==> config.mk <==
export PLATFORM = sky130hd
export DESIGN_NAME = rtttl_melody_parser
export DESIGN_NICKNAME = d
export VERILOG_FILES = /design/src/rmp_pkg.sv /design/src/rmp_front.sv /design/src/rmp_cmd_fifo.sv /design/src/rmp_back.sv /design/src/rtttl_melody_parser.sv
export VERILOG_INCLUDE_DIRS = /design/src /design/src/src
export SDC_FILE = /design/constraint.sdc
export NUM_CORES = 1
export LEC_CHECK = 0
export BUFFER_PORTS_ARGS = -buffer_cell sky130_fd_sc_hd__clkbuf_2
export CAP_MARGIN = 5
export CELL_PAD_IN_SITES_DETAIL_PLACEMENT = 2
export CELL_PAD_IN_SITES_GLOBAL_PLACEMENT = 2
export CORE_MARGIN = 8
export CORE_UTILIZATION = 35
export DETAILED_ROUTE_END_ITERATION = 7
export PLACE_DENSITY_LB_ADDON = 0.1
export SLEW_MARGIN = 20
export SYNTH_ARGS = -nofsm -noshare
export SYNTH_HDL_FRONTEND = slang
export SYNTH_SLANG_ARGS = --single-unit
export TNS_END_PERCENT = 1
==> constraint.sdc <==
create_clock -name aclk -period 11.7 [get_ports aclk]
set_clock_uncertainty 0.1 [all_clocks]
set_input_delay 2.34 -clock aclk [delete_from_list [all_inputs] [get_ports aclk]]
set_output_delay 2.34 -clock aclk [all_outputs]
set_load 0.01 [all_outputs]
==> src/rtttl_melody_parser_macros.svh <==
// Assertion macros for the ringtone parser.
`ifndef RTTTL_MELODY_PARSER_MACROS_SVH
`define RTTTL_MELODY_PARSER_MACROS_SVH

// Same-cycle implication, sampled on aclk, off while in reset.
`define RMP_ASSERT_IMPLIES(label, ante, cons, msg) \
    label: assert property (@(posedge aclk) disable iff (!aresetn) (ante) |-> (cons)) \
        else $error(msg);

// Next-cycle implication, sampled on aclk, off while in reset.
`define RMP_ASSERT_NEXT(label, ante, cons, msg) \
    label: assert property (@(posedge aclk) disable iff (!aresetn) (ante) |=> (cons)) \
        else $error(msg);

`endif

==> src/rmp_pkg.sv <==
// Package with shared types, character codes and the pitch table of the ringtone parser.
`timescale 1ns / 1ps
package rmp_pkg;

    typedef struct packed {
        logic [7:0] text_char;
        logic       end_of_text;
    } rmp_in_t;

    typedef struct packed {
        logic [15:0] frequency_hz;
        logic [18:0] duration_ms;
        logic [15:0] note_number;
        logic        note_valid;
        logic        last;
    } rmp_out_t;

    typedef enum logic [1:0] {
        CMD_WHOLE = 2'd0,
        CMD_NOTE  = 2'd1,
        CMD_MARK  = 2'd2
    } rmp_cmd_kind_t;

    // One request from the parser to the execution side.
    typedef struct packed {
        rmp_cmd_kind_t kind;
        logic          last;
        logic [15:0]   number;
        logic [15:0]   divisor;
        logic          dotted;
        logic          pause;
        logic [3:0]    pitch_idx;
        logic [16:0]   octave;
    } rmp_cmd_t;

    typedef struct packed {
        logic full;
        logic empty;
    } rmp_fifo_status_t;

    typedef enum logic [2:0] {
        PH_NAME  = 3'b001,
        PH_HEAD  = 3'b010,
        PH_NOTES = 3'b100
    } rmp_phase_t;

    typedef enum logic [3:0] {
        HS_KEY    = 4'b0001,
        HS_SKIP   = 4'b0010,
        HS_DIGITS = 4'b0100,
        HS_REST   = 4'b1000
    } rmp_head_step_t;

    typedef enum logic [4:0] {
        NS_IDLE  = 5'b00001,
        NS_DUR   = 5'b00010,
        NS_LET   = 5'b00100,
        NS_SHARP = 5'b01000,
        NS_DOT   = 5'b10000
    } rmp_note_step_t;

    typedef enum logic [2:0] {
        BK_IDLE = 3'b001,
        BK_DIV  = 3'b010,
        BK_DONE = 3'b100
    } rmp_back_state_t;

    localparam logic [1:0] KEY_NONE = 2'd0;
    localparam logic [1:0] KEY_LEN  = 2'd1;
    localparam logic [1:0] KEY_OCT  = 2'd2;
    localparam logic [1:0] KEY_BPM  = 2'd3;

    localparam logic [7:0] CH_COLON = 8'h3A;
    localparam logic [7:0] CH_COMMA = 8'h2C;
    localparam logic [7:0] CH_HASH  = 8'h23;
    localparam logic [7:0] CH_DOT   = 8'h2E;
    localparam logic [7:0] CH_ZERO  = 8'h30;
    localparam logic [7:0] CH_NINE  = 8'h39;
    localparam logic [7:0] CH_UP_A  = 8'h41;
    localparam logic [7:0] CH_UP_Z  = 8'h5A;
    localparam logic [7:0] CH_A     = 8'h61;
    localparam logic [7:0] CH_B     = 8'h62;
    localparam logic [7:0] CH_D     = 8'h64;
    localparam logic [7:0] CH_E     = 8'h65;
    localparam logic [7:0] CH_F     = 8'h66;
    localparam logic [7:0] CH_G     = 8'h67;
    localparam logic [7:0] CH_O     = 8'h6F;
    localparam logic [7:0] CH_P     = 8'h70;
    localparam logic [7:0] CASE_GAP = 8'd32;

    localparam logic [3:0]  PITCH_COUNT    = 4'd12;
    localparam logic [15:0] DEF_LENGTH     = 16'd4;
    localparam logic [15:0] DEF_OCTAVE     = 16'd6;
    localparam logic [15:0] DEF_BPM        = 16'd63;
    localparam logic [15:0] DEF_MAX_NOTES  = 16'd64;
    localparam logic [17:0] WHOLE_DIVIDEND = 18'd240000;
    localparam logic [15:0] FREQ_MAX       = 16'hFFFF;

    // Base frequencies of octave 4, c through b.
    function automatic logic [8:0] rmp_pitch(input logic [3:0] idx);
        logic [8:0] hz;
        unique case (idx)
            4'd0:    hz = 9'd262;
            4'd1:    hz = 9'd277;
            4'd2:    hz = 9'd294;
            4'd3:    hz = 9'd311;
            4'd4:    hz = 9'd330;
            4'd5:    hz = 9'd349;
            4'd6:    hz = 9'd370;
            4'd7:    hz = 9'd392;
            4'd8:    hz = 9'd415;
            4'd9:    hz = 9'd440;
            4'd10:   hz = 9'd466;
            4'd11:   hz = 9'd494;
            default: hz = 9'd0;
        endcase
        return hz;
    endfunction

endpackage

==> src/rmp_front.sv <==
// Character parser: walks name, header and notes, and queues requests for the back end.
`timescale 1ns / 1ps
module rmp_front (
    input  logic                      aclk,
    input  logic                      aresetn,
    input  logic                      s_valid,
    output logic                      s_ready,
    input  rmp_pkg::rmp_in_t          s_data,
    input  logic                      cfg_wr_en,
    input  logic [15:0]               cfg_wr_data,
    input  rmp_pkg::rmp_fifo_status_t fifo_status,
    output logic                      push,
    output rmp_pkg::rmp_cmd_t         push_cmd
);
    import rmp_pkg::*;

    rmp_phase_t     phase_reg, phase_next;
    rmp_head_step_t hs_reg, hs_next;
    rmp_note_step_t ns_reg, ns_next;
    logic [1:0]     key_reg, key_next;
    logic [15:0]    def_len_reg, def_len_next;
    logic [15:0]    def_oct_reg, def_oct_next;
    logic [15:0]    bpm_reg, bpm_next;
    logic [15:0]    len_acc_reg, len_acc_next;
    logic [7:0]     letter_reg, letter_next;
    logic           sharp_reg, sharp_next;
    logic           dotted_reg, dotted_next;
    logic [15:0]    notes_reg, notes_next;
    logic [15:0]    max_notes_reg, max_notes_next;

    logic           accept;
    logic [7:0]     c;
    logic           is_dig;
    logic [7:0]     folded;
    logic           below_max;
    logic           sep_req;
    logic           close_req;
    logic [15:0]    close_oct;
    logic           begin_req;
    logic           got;

    function automatic logic [15:0] add_digit(input logic [15:0] v, input logic [3:0] d);
        logic [19:0] t;
        t = ({4'd0, v} << 3) + ({4'd0, v} << 1) + {16'd0, d};
        return (t > 20'h0FFFF) ? 16'hFFFF : t[15:0];
    endfunction

    function automatic rmp_cmd_t make_note(
        input logic [7:0]  letter,
        input logic        sharp,
        input logic        dotted,
        input logic [15:0] len_acc,
        input logic [15:0] def_len,
        input logic [15:0] oct,
        input logic [15:0] number
    );
        rmp_cmd_t   r;
        logic [3:0] idx;
        r = '0;
        unique case (letter)
            CH_D:    idx = 4'd2;
            CH_E:    idx = 4'd4;
            CH_F:    idx = 4'd5;
            CH_G:    idx = 4'd7;
            CH_A:    idx = 4'd9;
            CH_B:    idx = 4'd11;
            default: idx = 4'd0;
        endcase
        r.octave = {1'b0, oct};
        if (sharp) begin
            idx = idx + 4'd1;
        end
        // b sharp wraps to c of the next octave
        if (idx == PITCH_COUNT) begin
            idx      = 4'd0;
            r.octave = r.octave + 17'd1;
        end
        r.kind      = CMD_NOTE;
        r.last      = 1'b0;
        r.number    = number;
        r.divisor   = (len_acc != 16'd0) ? len_acc : def_len;
        r.dotted    = dotted;
        r.pause     = (letter == CH_P);
        r.pitch_idx = idx;
        return r;
    endfunction

    assign s_ready = !fifo_status.full;
    assign accept  = s_valid && s_ready;
    assign c       = s_data.text_char;
    assign is_dig  = (c >= CH_ZERO) && (c <= CH_NINE);
    assign folded  = ((c >= CH_UP_A) && (c <= CH_UP_Z)) ? (c + CASE_GAP) : c;
    assign below_max = (notes_reg < max_notes_reg);

    always_comb begin
        phase_next   = phase_reg;
        hs_next      = hs_reg;
        ns_next      = ns_reg;
        key_next     = key_reg;
        def_len_next = def_len_reg;
        def_oct_next = def_oct_reg;
        bpm_next     = bpm_reg;
        len_acc_next = len_acc_reg;
        letter_next  = letter_reg;
        sharp_next   = sharp_reg;
        dotted_next  = dotted_reg;
        notes_next   = notes_reg;
        max_notes_next = cfg_wr_en ? cfg_wr_data : max_notes_reg;
        push      = 1'b0;
        push_cmd  = '0;
        sep_req   = 1'b0;
        close_req = 1'b0;
        close_oct = def_oct_reg;
        begin_req = 1'b0;
        got       = 1'b0;

        if (accept) begin
            unique case (phase_reg)
                PH_NAME: begin
                    if (c == CH_COLON) begin
                        phase_next = PH_HEAD;
                        hs_next    = HS_KEY;
                    end
                end
                PH_HEAD: begin
                    priority if (hs_reg == HS_KEY) begin
                        if ((c == CH_D) || (c == CH_O) || (c == CH_B)) begin
                            hs_next = HS_SKIP;
                            if (c == CH_D) begin
                                key_next     = KEY_LEN;
                                def_len_next = 16'd0;
                            end else if (c == CH_O) begin
                                key_next     = KEY_OCT;
                                def_oct_next = 16'd0;
                            end else begin
                                key_next = KEY_BPM;
                                bpm_next = 16'd0;
                            end
                        end else begin
                            sep_req = 1'b1;
                        end
                    end else if (hs_reg == HS_SKIP) begin
                        hs_next = HS_DIGITS;
                    end else if ((hs_reg == HS_DIGITS) && is_dig) begin
                        unique case (key_reg)
                            KEY_LEN: def_len_next = add_digit(def_len_reg, c[3:0]);
                            KEY_OCT: def_oct_next = add_digit(def_oct_reg, c[3:0]);
                            KEY_BPM: bpm_next     = add_digit(bpm_reg, c[3:0]);
                            default: ;
                        endcase
                    end else if ((hs_reg == HS_DIGITS) || (c == CH_COMMA) ||
                                 (c == CH_COLON)) begin
                        sep_req = 1'b1;
                    end else begin
                        // stray byte after a value: drop
                    end
                    if (sep_req) begin
                        priority if (c == CH_COMMA) begin
                            hs_next = HS_KEY;
                        end else if (c == CH_COLON) begin
                            // whole-note length is divided out by the back end
                            push             = 1'b1;
                            push_cmd.kind    = CMD_WHOLE;
                            push_cmd.divisor = bpm_reg;
                            phase_next       = PH_NOTES;
                            ns_next          = NS_IDLE;
                        end else begin
                            hs_next = HS_REST;
                        end
                    end
                end
                PH_NOTES: begin
                    priority if (ns_reg == NS_IDLE) begin
                        begin_req = 1'b1;
                    end else if (ns_reg == NS_DUR) begin
                        if (is_dig) begin
                            len_acc_next = add_digit(len_acc_reg, c[3:0]);
                        end else begin
                            letter_next = folded;
                            ns_next     = NS_LET;
                        end
                    end else if ((ns_reg == NS_LET) && (c == CH_HASH)) begin
                        sharp_next = 1'b1;
                        ns_next    = NS_SHARP;
                    end else if ((ns_reg != NS_DOT) && (c == CH_DOT)) begin
                        dotted_next = 1'b1;
                        ns_next     = NS_DOT;
                    end else if (is_dig) begin
                        close_req = 1'b1;
                        close_oct = {12'd0, c[3:0]};
                        ns_next   = NS_IDLE;
                    end else begin
                        close_req = 1'b1;
                        begin_req = 1'b1;
                    end
                    // close on the current fields before a new note overwrites them
                    if (close_req && below_max) begin
                        push       = 1'b1;
                        got        = 1'b1;
                        push_cmd   = make_note(letter_reg, sharp_reg, dotted_reg, len_acc_reg,
                                               def_len_reg, close_oct, notes_reg);
                        notes_next = notes_reg + 16'd1;
                    end
                    if (begin_req) begin
                        sharp_next   = 1'b0;
                        dotted_next  = 1'b0;
                        len_acc_next = 16'd0;
                        priority if (c == CH_COMMA) begin
                            ns_next = NS_IDLE;
                        end else if (is_dig) begin
                            len_acc_next = {12'd0, c[3:0]};
                            ns_next      = NS_DUR;
                        end else begin
                            letter_next = folded;
                            ns_next     = NS_LET;
                        end
                    end
                end
                default: ;
            endcase

            if (s_data.end_of_text) begin
                // flush an open note or mark the note just closed as last, else send a bare end marker
                if (!got) begin
                    if ((phase_next == PH_NOTES) && below_max &&
                        ((ns_next == NS_LET) || (ns_next == NS_SHARP) ||
                         (ns_next == NS_DOT))) begin
                        push_cmd   = make_note(letter_next, sharp_next, dotted_next,
                                               len_acc_next, def_len_reg, def_oct_reg,
                                               notes_reg);
                    end else begin
                        push_cmd        = '0;
                        push_cmd.kind   = CMD_MARK;
                        push_cmd.number = notes_reg;
                    end
                end
                push          = 1'b1;
                push_cmd.last = 1'b1;
                phase_next   = PH_NAME;
                hs_next      = HS_KEY;
                ns_next      = NS_IDLE;
                key_next     = KEY_NONE;
                def_len_next = DEF_LENGTH;
                def_oct_next = DEF_OCTAVE;
                bpm_next     = DEF_BPM;
                len_acc_next = 16'd0;
                letter_next  = 8'd0;
                sharp_next   = 1'b0;
                dotted_next  = 1'b0;
                notes_next   = 16'd0;
            end
        end
    end

    always_ff @(posedge aclk) begin
        if (!aresetn) begin
            phase_reg     <= PH_NAME;
            hs_reg        <= HS_KEY;
            ns_reg        <= NS_IDLE;
            key_reg       <= KEY_NONE;
            def_len_reg   <= DEF_LENGTH;
            def_oct_reg   <= DEF_OCTAVE;
            bpm_reg       <= DEF_BPM;
            len_acc_reg   <= 16'd0;
            letter_reg    <= 8'd0;
            sharp_reg     <= 1'b0;
            dotted_reg    <= 1'b0;
            notes_reg     <= 16'd0;
            max_notes_reg <= DEF_MAX_NOTES;
        end else begin
            phase_reg     <= phase_next;
            hs_reg        <= hs_next;
            ns_reg        <= ns_next;
            key_reg       <= key_next;
            def_len_reg   <= def_len_next;
            def_oct_reg   <= def_oct_next;
            bpm_reg       <= bpm_next;
            len_acc_reg   <= len_acc_next;
            letter_reg    <= letter_next;
            sharp_reg     <= sharp_next;
            dotted_reg    <= dotted_next;
            notes_reg     <= notes_next;
            max_notes_reg <= max_notes_next;
        end
    end

endmodule

==> src/rmp_cmd_fifo.sv <==
// Short request queue between the parser and the back end.
`timescale 1ns / 1ps
module rmp_cmd_fifo #(
    parameter int DEPTH = 2
) (
    input  logic                      aclk,
    input  logic                      aresetn,
    input  logic                      push,
    input  rmp_pkg::rmp_cmd_t         push_cmd,
    input  logic                      pop,
    output rmp_pkg::rmp_cmd_t         pop_cmd,
    output rmp_pkg::rmp_fifo_status_t status
);
    import rmp_pkg::*;

    localparam int PTR_W = $clog2(DEPTH);
    localparam int CNT_W = $clog2(DEPTH + 1);

    rmp_cmd_t           mem_reg [DEPTH];
    logic [PTR_W-1:0]   wr_ptr_reg, wr_ptr_next;
    logic [PTR_W-1:0]   rd_ptr_reg, rd_ptr_next;
    logic [CNT_W-1:0]   count_reg, count_next;
    logic               do_push;
    logic               do_pop;

    assign status.full  = (count_reg == CNT_W'(DEPTH));
    assign status.empty = (count_reg == '0);
    assign do_push = push && !status.full;
    assign do_pop  = pop && !status.empty;
    assign pop_cmd = mem_reg[rd_ptr_reg];

    always_comb begin
        wr_ptr_next = wr_ptr_reg;
        rd_ptr_next = rd_ptr_reg;
        count_next  = count_reg;
        if (do_push) begin
            wr_ptr_next = (wr_ptr_reg == PTR_W'(DEPTH - 1)) ? '0 : wr_ptr_reg + PTR_W'(1);
        end
        if (do_pop) begin
            rd_ptr_next = (rd_ptr_reg == PTR_W'(DEPTH - 1)) ? '0 : rd_ptr_reg + PTR_W'(1);
        end
        if (do_push && !do_pop) begin
            count_next = count_reg + CNT_W'(1);
        end else if (do_pop && !do_push) begin
            count_next = count_reg - CNT_W'(1);
        end
    end

    always_ff @(posedge aclk) begin
        if (do_push) begin
            mem_reg[wr_ptr_reg] <= push_cmd;
        end
    end

    always_ff @(posedge aclk) begin
        if (!aresetn) begin
            wr_ptr_reg <= '0;
            rd_ptr_reg <= '0;
            count_reg  <= '0;
        end else begin
            wr_ptr_reg <= wr_ptr_next;
            rd_ptr_reg <= rd_ptr_next;
            count_reg  <= count_next;
        end
    end

endmodule

==> src/rmp_back.sv <==
// Back end: bit-serial divider for whole-note and note lengths, pitch shift, result register.
`timescale 1ns / 1ps
module rmp_back (
    input  logic                      aclk,
    input  logic                      aresetn,
    input  rmp_pkg::rmp_fifo_status_t fifo_status,
    input  rmp_pkg::rmp_cmd_t         fifo_cmd,
    output logic                      pop,
    output logic                      m_valid,
    input  logic                      m_ready,
    output rmp_pkg::rmp_out_t         m_data
);
    import rmp_pkg::*;

    rmp_back_state_t state_reg, state_next;
    rmp_cmd_t        cmd_reg, cmd_next;
    logic [17:0]     whole_reg, whole_next;
    logic [17:0]     quot_reg, quot_next;
    logic [15:0]     rem_reg, rem_next;
    logic [17:0]     dvd_reg, dvd_next;
    logic [4:0]      cnt_reg, cnt_next;
    logic            m_valid_reg, m_valid_next;
    rmp_out_t        out_reg, out_next;

    logic [16:0]     trial;
    logic            fits;
    logic [18:0]     ms;
    logic [8:0]      base;
    logic [16:0]     shift_up;
    logic [24:0]     wide;
    logic [2:0]      shift_dn;
    logic [15:0]     freq;

    assign m_valid = m_valid_reg;
    assign m_data  = out_reg;

    assign trial = {rem_reg, dvd_reg[17]};
    assign fits  = (trial >= {1'b0, cmd_reg.divisor});
    assign ms    = {1'b0, quot_reg} + (cmd_reg.dotted ? {2'b00, quot_reg[17:1]} : 19'd0);

    // Octave shift around octave 4, saturating upward.
    always_comb begin
        base     = rmp_pitch(cmd_reg.pitch_idx);
        shift_up = cmd_reg.octave - 17'd4;
        wide     = {16'd0, base} << shift_up[3:0];
        shift_dn = 3'd4 - cmd_reg.octave[2:0];
        if (cmd_reg.pause || (cmd_reg.kind != CMD_NOTE)) begin
            freq = 16'd0;
        end else if (cmd_reg.octave >= 17'd4) begin
            if ((shift_up >= 17'd16) || (wide[24:16] != 9'd0)) begin
                freq = FREQ_MAX;
            end else begin
                freq = wide[15:0];
            end
        end else begin
            freq = {7'd0, base >> shift_dn};
        end
    end

    always_comb begin
        state_next   = state_reg;
        cmd_next     = cmd_reg;
        whole_next   = whole_reg;
        quot_next    = quot_reg;
        rem_next     = rem_reg;
        dvd_next     = dvd_reg;
        cnt_next     = cnt_reg;
        m_valid_next = m_valid_reg;
        out_next     = out_reg;
        pop          = 1'b0;

        if (m_valid_reg && m_ready) begin
            m_valid_next = 1'b0;
        end

        unique case (state_reg)
            BK_IDLE: begin
                if (!fifo_status.empty) begin
                    pop      = 1'b1;
                    cmd_next = fifo_cmd;
                    quot_next = 18'd0;
                    rem_next  = 16'd0;
                    dvd_next  = (fifo_cmd.kind == CMD_WHOLE) ? WHOLE_DIVIDEND : whole_reg;
                    cnt_next  = 5'd17;
                    // zero divisor and end markers skip the divider with a zero quotient
                    if ((fifo_cmd.kind == CMD_MARK) || (fifo_cmd.divisor == 16'd0)) begin
                        state_next = BK_DONE;
                    end else begin
                        state_next = BK_DIV;
                    end
                end
            end
            BK_DIV: begin
                quot_next = {quot_reg[16:0], fits};
                rem_next  = fits ? 16'(trial - {1'b0, cmd_reg.divisor}) : trial[15:0];
                dvd_next  = {dvd_reg[16:0], 1'b0};
                cnt_next  = cnt_reg - 5'd1;
                if (cnt_reg == 5'd0) begin
                    state_next = BK_DONE;
                end
            end
            BK_DONE: begin
                if (cmd_reg.kind == CMD_WHOLE) begin
                    whole_next = quot_reg;
                    state_next = BK_IDLE;
                end else if (!m_valid_reg || m_ready) begin
                    m_valid_next          = 1'b1;
                    out_next.frequency_hz = freq;
                    out_next.duration_ms  = (cmd_reg.kind == CMD_NOTE) ? ms : 19'd0;
                    out_next.note_number  = cmd_reg.number;
                    out_next.note_valid   = (cmd_reg.kind == CMD_NOTE);
                    out_next.last         = cmd_reg.last;
                    state_next            = BK_IDLE;
                end
            end
            default: state_next = BK_IDLE;
        endcase
    end

    always_ff @(posedge aclk) begin
        cmd_reg  <= cmd_next;
        quot_reg <= quot_next;
        rem_reg  <= rem_next;
        dvd_reg  <= dvd_next;
        cnt_reg  <= cnt_next;
        out_reg  <= out_next;
    end

    always_ff @(posedge aclk) begin
        if (!aresetn) begin
            state_reg   <= BK_IDLE;
            whole_reg   <= 18'd0;
            m_valid_reg <= 1'b0;
        end else begin
            state_reg   <= state_next;
            whole_reg   <= whole_next;
            m_valid_reg <= m_valid_next;
        end
    end

endmodule

==> src/rtttl_melody_parser.sv <==
// Throughput: one byte per cycle while the queue has room; each note or tempo request
// holds the back end while its one-bit-per-cycle 18-step divider runs.
// Reset: synchronous, active low; parser state, queue and output valid clear,
// max_notes returns to 64. No clearing pass.
`timescale 1ns / 1ps
`include "rtttl_melody_parser_macros.svh"
module rtttl_melody_parser #(
    parameter int QUEUE_DEPTH = 2
) (
    input  logic              aclk,
    input  logic              aresetn,
    input  logic              s_valid,
    output logic              s_ready,
    input  rmp_pkg::rmp_in_t  s_data,
    output logic              m_valid,
    input  logic              m_ready,
    output rmp_pkg::rmp_out_t m_data,
    input  logic              cfg_wr_en,
    input  logic [15:0]       cfg_wr_data
);
    import rmp_pkg::*;

    rmp_fifo_status_t fifo_status;
    logic             push;
    rmp_cmd_t         push_cmd;
    logic             pop;
    rmp_cmd_t         pop_cmd;

    rmp_front u_front (
        .aclk        (aclk),
        .aresetn     (aresetn),
        .s_valid     (s_valid),
        .s_ready     (s_ready),
        .s_data      (s_data),
        .cfg_wr_en   (cfg_wr_en),
        .cfg_wr_data (cfg_wr_data),
        .fifo_status (fifo_status),
        .push        (push),
        .push_cmd    (push_cmd)
    );

    rmp_cmd_fifo #(
        .DEPTH (QUEUE_DEPTH)
    ) u_fifo (
        .aclk     (aclk),
        .aresetn  (aresetn),
        .push     (push),
        .push_cmd (push_cmd),
        .pop      (pop),
        .pop_cmd  (pop_cmd),
        .status   (fifo_status)
    );

    rmp_back u_back (
        .aclk        (aclk),
        .aresetn     (aresetn),
        .fifo_status (fifo_status),
        .fifo_cmd    (pop_cmd),
        .pop         (pop),
        .m_valid     (m_valid),
        .m_ready     (m_ready),
        .m_data      (m_data)
    );

    // bare markers only close a string
    `RMP_ASSERT_IMPLIES(a_marker_is_last, m_valid && !m_data.note_valid, m_data.last, "bare marker without last")
    `RMP_ASSERT_IMPLIES(a_marker_zero, m_valid && !m_data.note_valid, (m_data.frequency_hz == 16'd0) && (m_data.duration_ms == 19'd0), "bare marker with nonzero payload")
    `RMP_ASSERT_IMPLIES(a_duration_range, m_valid, m_data.duration_ms <= 19'd360000, "duration out of range")
    // a full queue never takes a request
    `RMP_ASSERT_NEXT(a_full_blocks, fifo_status.full && !pop, !s_ready, "queue full but input ready")

endmodule
==> results of run 1 <==
==> power by group <==
part / total, mW / leakage (nW) / internal [mW] / switching [mW]
combinational: 1.80 / 6.56 / 0.702 / 1.10
sequential: 2.19 / 3.92 / 2.00 / 0.196
clock: 1.76 / 0.904 / 1.07 / 0.692
==> final timing paths <==
kind | to | slack (ns) | start
max reg2reg | u_fifo.mem_reg[1][37]$_DFFE_PP_ | 5.68 | u_front.notes_reg[9]$_SDFFE_PN0P_
max | u_fifo.mem_reg[0][32]$_DFFE_PP_ | 4.22 | s_data[4]
min | u_back.m_data[16]$_DFFE_PP_ | 0.32 | u_back.cmd_reg[53]$_DFFE_PP_
min reg2reg | u_back.m_data[16]$_DFFE_PP_ | 0.32 | u_back.cmd_reg[53]$_DFFE_PP_
==> metrics by stage <==
step	hold WS (ns)	utilization, %
2_1_floorplan	0.300	-
3_3_place_gp	0.306	37.3
3_5_place_dp	0.306	37.3
4_1_cts	0.321	39.8
5_1_grt	0.329	39.8
6_report	0.317	39.8
==> per-layer routing <==
metal / vias to the layer above / share of wire (%) / global-route usage [%]
li1: 9910 / - / -
met1: 10500 / 48 / 25.1
met3: 114 / 2.8 / 2.48
met5: - / 0 / 0
met2: 276 / 47 / 32.1
met4: 0 / 2.1 / 4.54
==> final cells by class <==
class / count / area share (%)
Tap cell: 969 / 4.09
Sequential cell: 440 / 39.3
Inverter: 120 / 1.52
Clock inverter: 31 / 1.29
Timing Repair Buffer: 109 / 2.05
Multi-Input combinational cell: 1956 / 46.7
Clock buffer: 68 / 4.98
==> cell families after synthesis <==
| kind of cell | after synthesis | share of synthesized area (%) |
|---|---|---|
| AOI/OAI and AO/OA | 634 | 16.5 |
| buffers and inverters | 234 | 3.40 |
| adders and majority gates | 200 | 9.78 |
| xor gates and xnor gates | 85 | 2.90 |
| and+or+nand+nor | 910 | 17.9 |
| DFF | 440 | 44.2 |
| muxes | 127 | 5.26 |
==> cell usage after synthesis, types with 33 or more instances <==
master,number
nor2_1,178
o21ai_0,108
inv_1,116
a21boi_0,33
nand2_1,233
a211oi_1,34
edfxtp_1,284
mux2_2,65
and3_1,34
mux2i_1,58
nor3_1,60
a21oi_1,141
clkbuf_1,100
nor2b_1,69
nand3_1,53
nand4_1,37
xnor2_1,61
and2_1,78
ha_1,189
dfxtp_1,156
==> impl_metrics.ini, run 1 <==
[outcome]
outcome = finished clean

[floorplan]
die_w_um = 290
io_pins = 85
row_count = 100
die_h_um = 290
die_area_sq_mm = 0.0843
core_area_sq_mm = 0.0744
initial_utilization_pct = 35.4

[synth]
avgSynthCellArea_sq_um = 10.0
synth_top_area_cell = edfxtp_1
synth-async-reset-ratio_pct = 0
ys_types = 105
ys_seq_area_share_pct = 44.2
yosysWarnings = 0
synthTopCellsByArea = edfxtp_1, dfxtp_1, ha_1
synth_flop_cell = edfxtp_1
synth_area_sq_mm = 0.0263
syn-num-nets = 2859
synth_edf_count = 284
ys_ff_latch = 440
synth_cells = 2630
synth.top_cell.area_share_pct = 32.4

[cts]
clk_latency_ns = 0.61
cts_resized = 0
clk_pin_slew_ns = 0.06
cts_buffers = 54
cts_sinks = 440
htreeDepth = 2
clk_path_buf_depth = 3
tritoncts = built
ctsHoldBuffers = 0
clockRootBuffer = clkbuf_16
post-cts-setup-buffers = 0

[grt]
grt_pass1_vias = 22800
antenna_found_initial = 0
grt_pass1_wl_um = 130000
grt_max_degree = 73
grt_util_all_layers_pct = 18.8
overflow = 0

[timing]
min_period_ns = 7.48
fin_ws_ns = 4.22
tightest_slew_ns = 1.13
finalSetupTns_ns = 0
relSlewSlack_pct = 24.2
min_period_over_period_pct = 64.0
slew_viol_final = 0
setup_viol = 0
fmax_mhz = 134
rsz0062_at_grt = no
hold_viol = 0

[place]
gp_congestion = 0.829
dp_slack_ns = 3.64
dpl_cell_area_sq_mm = 0.0278
dp_cells = 3594
port_buffers = 84
hpwlAfterDp_um = 60800

[cells_and_area]
fillers = 7903
layout.nets = 2910
largest_reg_flops = 116
instances_no_fill = 3693
area_delta_synth_final_pct = 12.5
layout_common_cells = edfxtp_1, nand2_1, ha_1
antenna_cells = 0
final-seq-area_sq_mm = 0.0117
stdcell_area_sq_mm = 0.0296
layout_commonest_cell = edfxtp_1
multi_input_area_sq_mm = 0.0138
drive_gt1_share_pct = 12.7

[worst_setup_path]
path_depth = 13
path_class = input pin to flip-flop
start_kind = input pin
slowest_delay_ns = 0.69
worst-endpoint-arrival_ns = 7.76
worst_setup_path_end_kind = flip-flop
path_cells = clkbuf_2 -> fa_1 -> fa_1 -> a211o_1 -> a21oi_1 -> o311a_1 -> mux2i_1 -> nand2_1 -> nor2_1 -> a31oi_1 -> nor4_1 -> nand2_1 -> o31ai_1
crit_fanout = 16
reg2reg_depth = 10
required_ns = 11.98
crit_buf_inv = 1
cpLargestDelayFamily = simple AND/OR/NAND/NOR gates
worst_path_max_delay_cell = nor4_1

[pwr]
power.density_mw_per_mm2 = 194
peakVddDrop_uv = 124
p_total_mw = 5.75
p_leak_nw = 11.4

[detailed_routing]
drt_iter0_drc = 1057
wl_per_cell_um = 22.1
ant_nets = 0
drc_errors = 0
dr.pass1.iters = 5
viasPerCell = 5.62
via_count = 20800
drt-total-wl_um = 81500

[run]
cap_violations = 0

[min_path]
hold_class = flip-flop to flip-flop
hold_path_depth = 0
(Power assumes the default switching activity.)
==> run 2: changes to the inputs <==
--- a/config.mk
+++ b/config.mk
@@ -6,6 +6,7 @@
 export SDC_FILE = /design/constraint.sdc
 export NUM_CORES = 1
 export LEC_CHECK = 0
+export ABC_AREA = 1
 export BUFFER_PORTS_ARGS = -buffer_cell sky130_fd_sc_hd__clkbuf_2
 export CAP_MARGIN = 5
 export CELL_PAD_IN_SITES_DETAIL_PLACEMENT = 2
==> constraint.sdc (replaced) <==
create_clock -name aclk -period 6.7 [get_ports aclk]
set_clock_uncertainty 0.1 [all_clocks]
set_input_delay 1.34 -clock aclk [delete_from_list [all_inputs] [get_ports aclk]]
set_output_delay 1.34 -clock aclk [all_outputs]
set_load 0.01 [all_outputs]
==> run 2 against run 1 <==
Count of clock-buffer cells in the layout is the same; setup slack lost 2.9 ns; register-to-register slack lost 3.9 ns; critical path type unchanged; critical endpoint is now u_fifo.mem_reg[1][36]$_DFFE_PP_.
==> impl_metrics.ini, run 2 <==
[outcome]
outcome = finished clean

[floorplan]
initial_utilization_pct = 35.1
core_area_sq_mm = 0.0785
die_w_um = 297
io_pins = 85
die_h_um = 297
row_count = 103
die_area_sq_mm = 0.0880

[timing]
min_period_over_period_pct = 80.0
finalSetupTns_ns = 0
holdWs_ns = 0.319
tightest_slew_ns = 0.983
slew_viol_final = 0
hold_viol = 0
fmax_mhz = 186
setup_viol = 0
relSlewSlack_pct = 33.9
rsz0062_at_grt = no
min_period_ns = 5.36

[synth]
synth_flop_cell = edfxtp_1
ys_ff_latch = 440
ys_types = 67
avgSynthCellArea_sq_um = 8.14
synth_area_sq_mm = 0.0276
ys_seq_area_share_pct = 42.3
synthTopCellsByArea = edfxtp_1, dfxtp_1, nand2_1
yosysWarnings = 0
synth_cells = 3386
synth_edf_count = 284
synth_top_area_cell = edfxtp_1
synth.most_common_cell = nand2_1
synth_common_cells = nand2_1, inv_1, a21oi_1, edfxtp_1, nor2_1
syn-num-nets = 3615
synth.top_cell.area_share_pct = 30.9
synth-async-reset-ratio_pct = 0

[run]
cap_violations = 0

[detailed_routing]
dr.pass1.iters = 5
drt-total-wl_um = 94000
viasPerCell = 5.31
ant_nets = 0
drt_iter0_drc = 970
wl_per_cell_um = 20.7
via_count = 24100
drc_errors = 0

[place]
gp_congestion = 0.821
dp_cells = 4445
port_buffers = 84
hpwlAfterDp_um = 72500

[worst_setup_path]
required_ns = 6.93
slowest_delay_ns = 0.55
crit_fanout = 16
worstSetupStartpoint = s_data[4]
path_cells = clkbuf_2 -> fa_1 -> fa_1 -> nand3_1 -> nand3_2 -> inv_2 -> o21a_2 -> inv_1 -> nand3_1 -> nand2_1 -> xor2_1 -> nor2_4 -> nand3_1 -> a21oi_1 -> nand2_1 -> nor2_1 -> nand3b_1 -> nor2_4 -> nand2_1 -> nand3_1 -> a21oi_1
cp_common_cell = nand3_1
path_class = input pin to flip-flop
worst_path_max_delay_cell = fa_1
reg2reg_from = u_front.len_acc_reg[0]$_SDFFE_PN0P_
worst-endpoint-arrival_ns = 5.59
start_kind = input pin
worst_setup_path_end_kind = flip-flop

[cts]
cts_resized = 0
cts_buffers = 54
tritoncts = built
ctsHoldBuffers = 0
clk_latency_ns = 0.61
cts_sinks = 440
post-cts-setup-buffers = 0
clk_path_buf_depth = 3
htreeDepth = 2
clk_pin_slew_ns = 0.06
clockRootBuffer = clkbuf_16

[grt]
overflow = 0
grt_util_met3_pct = 2.30
use_met2_pct = 36.7
grt_max_degree = 75
grt_pass1_vias = 26700
antenna_found_initial = 1
grtUsageMet1_pct = 27.4
top_usage_layer = met2
grt_pass1_wl_um = 149000
grt_util_all_layers_pct = 21.1

[pwr]
p_leak_nw = 12.9
peakVddDrop_uv = 215
power.density_mw_per_mm2 = 307

[min_path]
hold_class = flip-flop to flip-flop
hold_start = u_back.cmd_reg[53]$_DFFE_PP_

[cells_and_area]
drive_gt1_share_pct = 9.65
layout_commonest_cell = nand2_1
instances_no_fill = 4545
fillers = 8870
layout.nets = 3680
largest_reg_flops = 116
area_delta_synth_final_pct = 12.1
layout_common_cells = nand2_1, inv_1, a21oi_1
run 2: cell count changes after synthesis, moves of 54 or more:
cell and change:
and2_1 -78, nor2b_1 -69, nor2_1 +102, o21ai_0 +133, nand2_1 +435, inv_1 +305, mux2i_1 -54, a21oi_1 +207
nand3_1 +117
run 2: area by class of cell:
type                    instances  area, sq um  area share (%)
multi-input cells            2400        13800            44.8
clock inverters                31          357            1.15
flip-flops and latches        440        11700            37.7
diodes                          1         2.50         0.00810
clock buffers                  68         1410            4.58
inverters                     445         1670            5.41
repair buffers                110          641            2.07
well taps                    1050         1310            4.25
run 2: per-stage QoR:
step | cell area [sq um] | worst slack, ns | utilization (%) | power (mW)
3_5_place_dp | 29100 | 0.741 | 37.1 | 6.61
6_report | 30900 | 1.34 | 39.4 | 9.50
4_1_cts | 30900 | 1.37 | 39.4 | 9.63
3_3_place_gp | 29100 | 0.917 | 37.1 | 6.42
5_1_grt | 30900 | 1.06 | 39.4 | 10.1
2_1_floorplan | 27600 | 0.715 | - | 5.67
run 2: path summary, 6_finish.rpt:
check / slack [ns] / cells after the start / endpoint
hold / removal: 0.32 / 0 / u_back.m_data[16]$_DFFE_PP_
setup reg to reg: 1.73 / 20 / u_fifo.mem_reg[1][36]$_DFFE_PP_
hold reg to reg: 0.32 / 0 / u_back.m_data[16]$_DFFE_PP_
setup / recovery: 1.34 / 21 / u_fifo.mem_reg[1][36]$_DFFE_PP_
run 2: kinds of logic (layout without fill, tap and decap cells):
family	count (synthesis)	after routing	share of synthesized area, %
and+or+nand+nor	1302	1302	20.5
AOI/OAI and AO/OA	750	750	15.0
buffers and inverters	546	654	7.64
DFF	440	440	42.3
adders and majority gates	199	199	9.31
xor gates and xnor gates	90	90	2.89
muxes	59	59	2.39
other	0	1	0
run 2: where the power goes:
| part | switching, mW | total [mW] | internal (mW) |
|---|---|---|---|
| combinational | 1.91 | 2.77 | 0.860 |
| sequential | 0.291 | 3.77 | 3.48 |
| clock | 1.22 | 2.95 | 1.73 |
run 2: worst max-delay path: cells and delay by family:
family	cells	cell delay, ns
buf+inv	3	0.29
xor+xnor	1	0.18
compound gates	3	0.54
simple gates	12	2.21
fa+ha+maj	2	1.03
run 2: routing by layer:
layer | wire length, um | up-vias | share of wire, %
li1 | - | 11700 | -
met1 | 43900 | 12000 | 47
met2 | 44500 | 340 | 47
met3 | 2850 | 129 | 3.0
met4 | 2750 | 0 | 2.9
met5 | 0 | - | 0
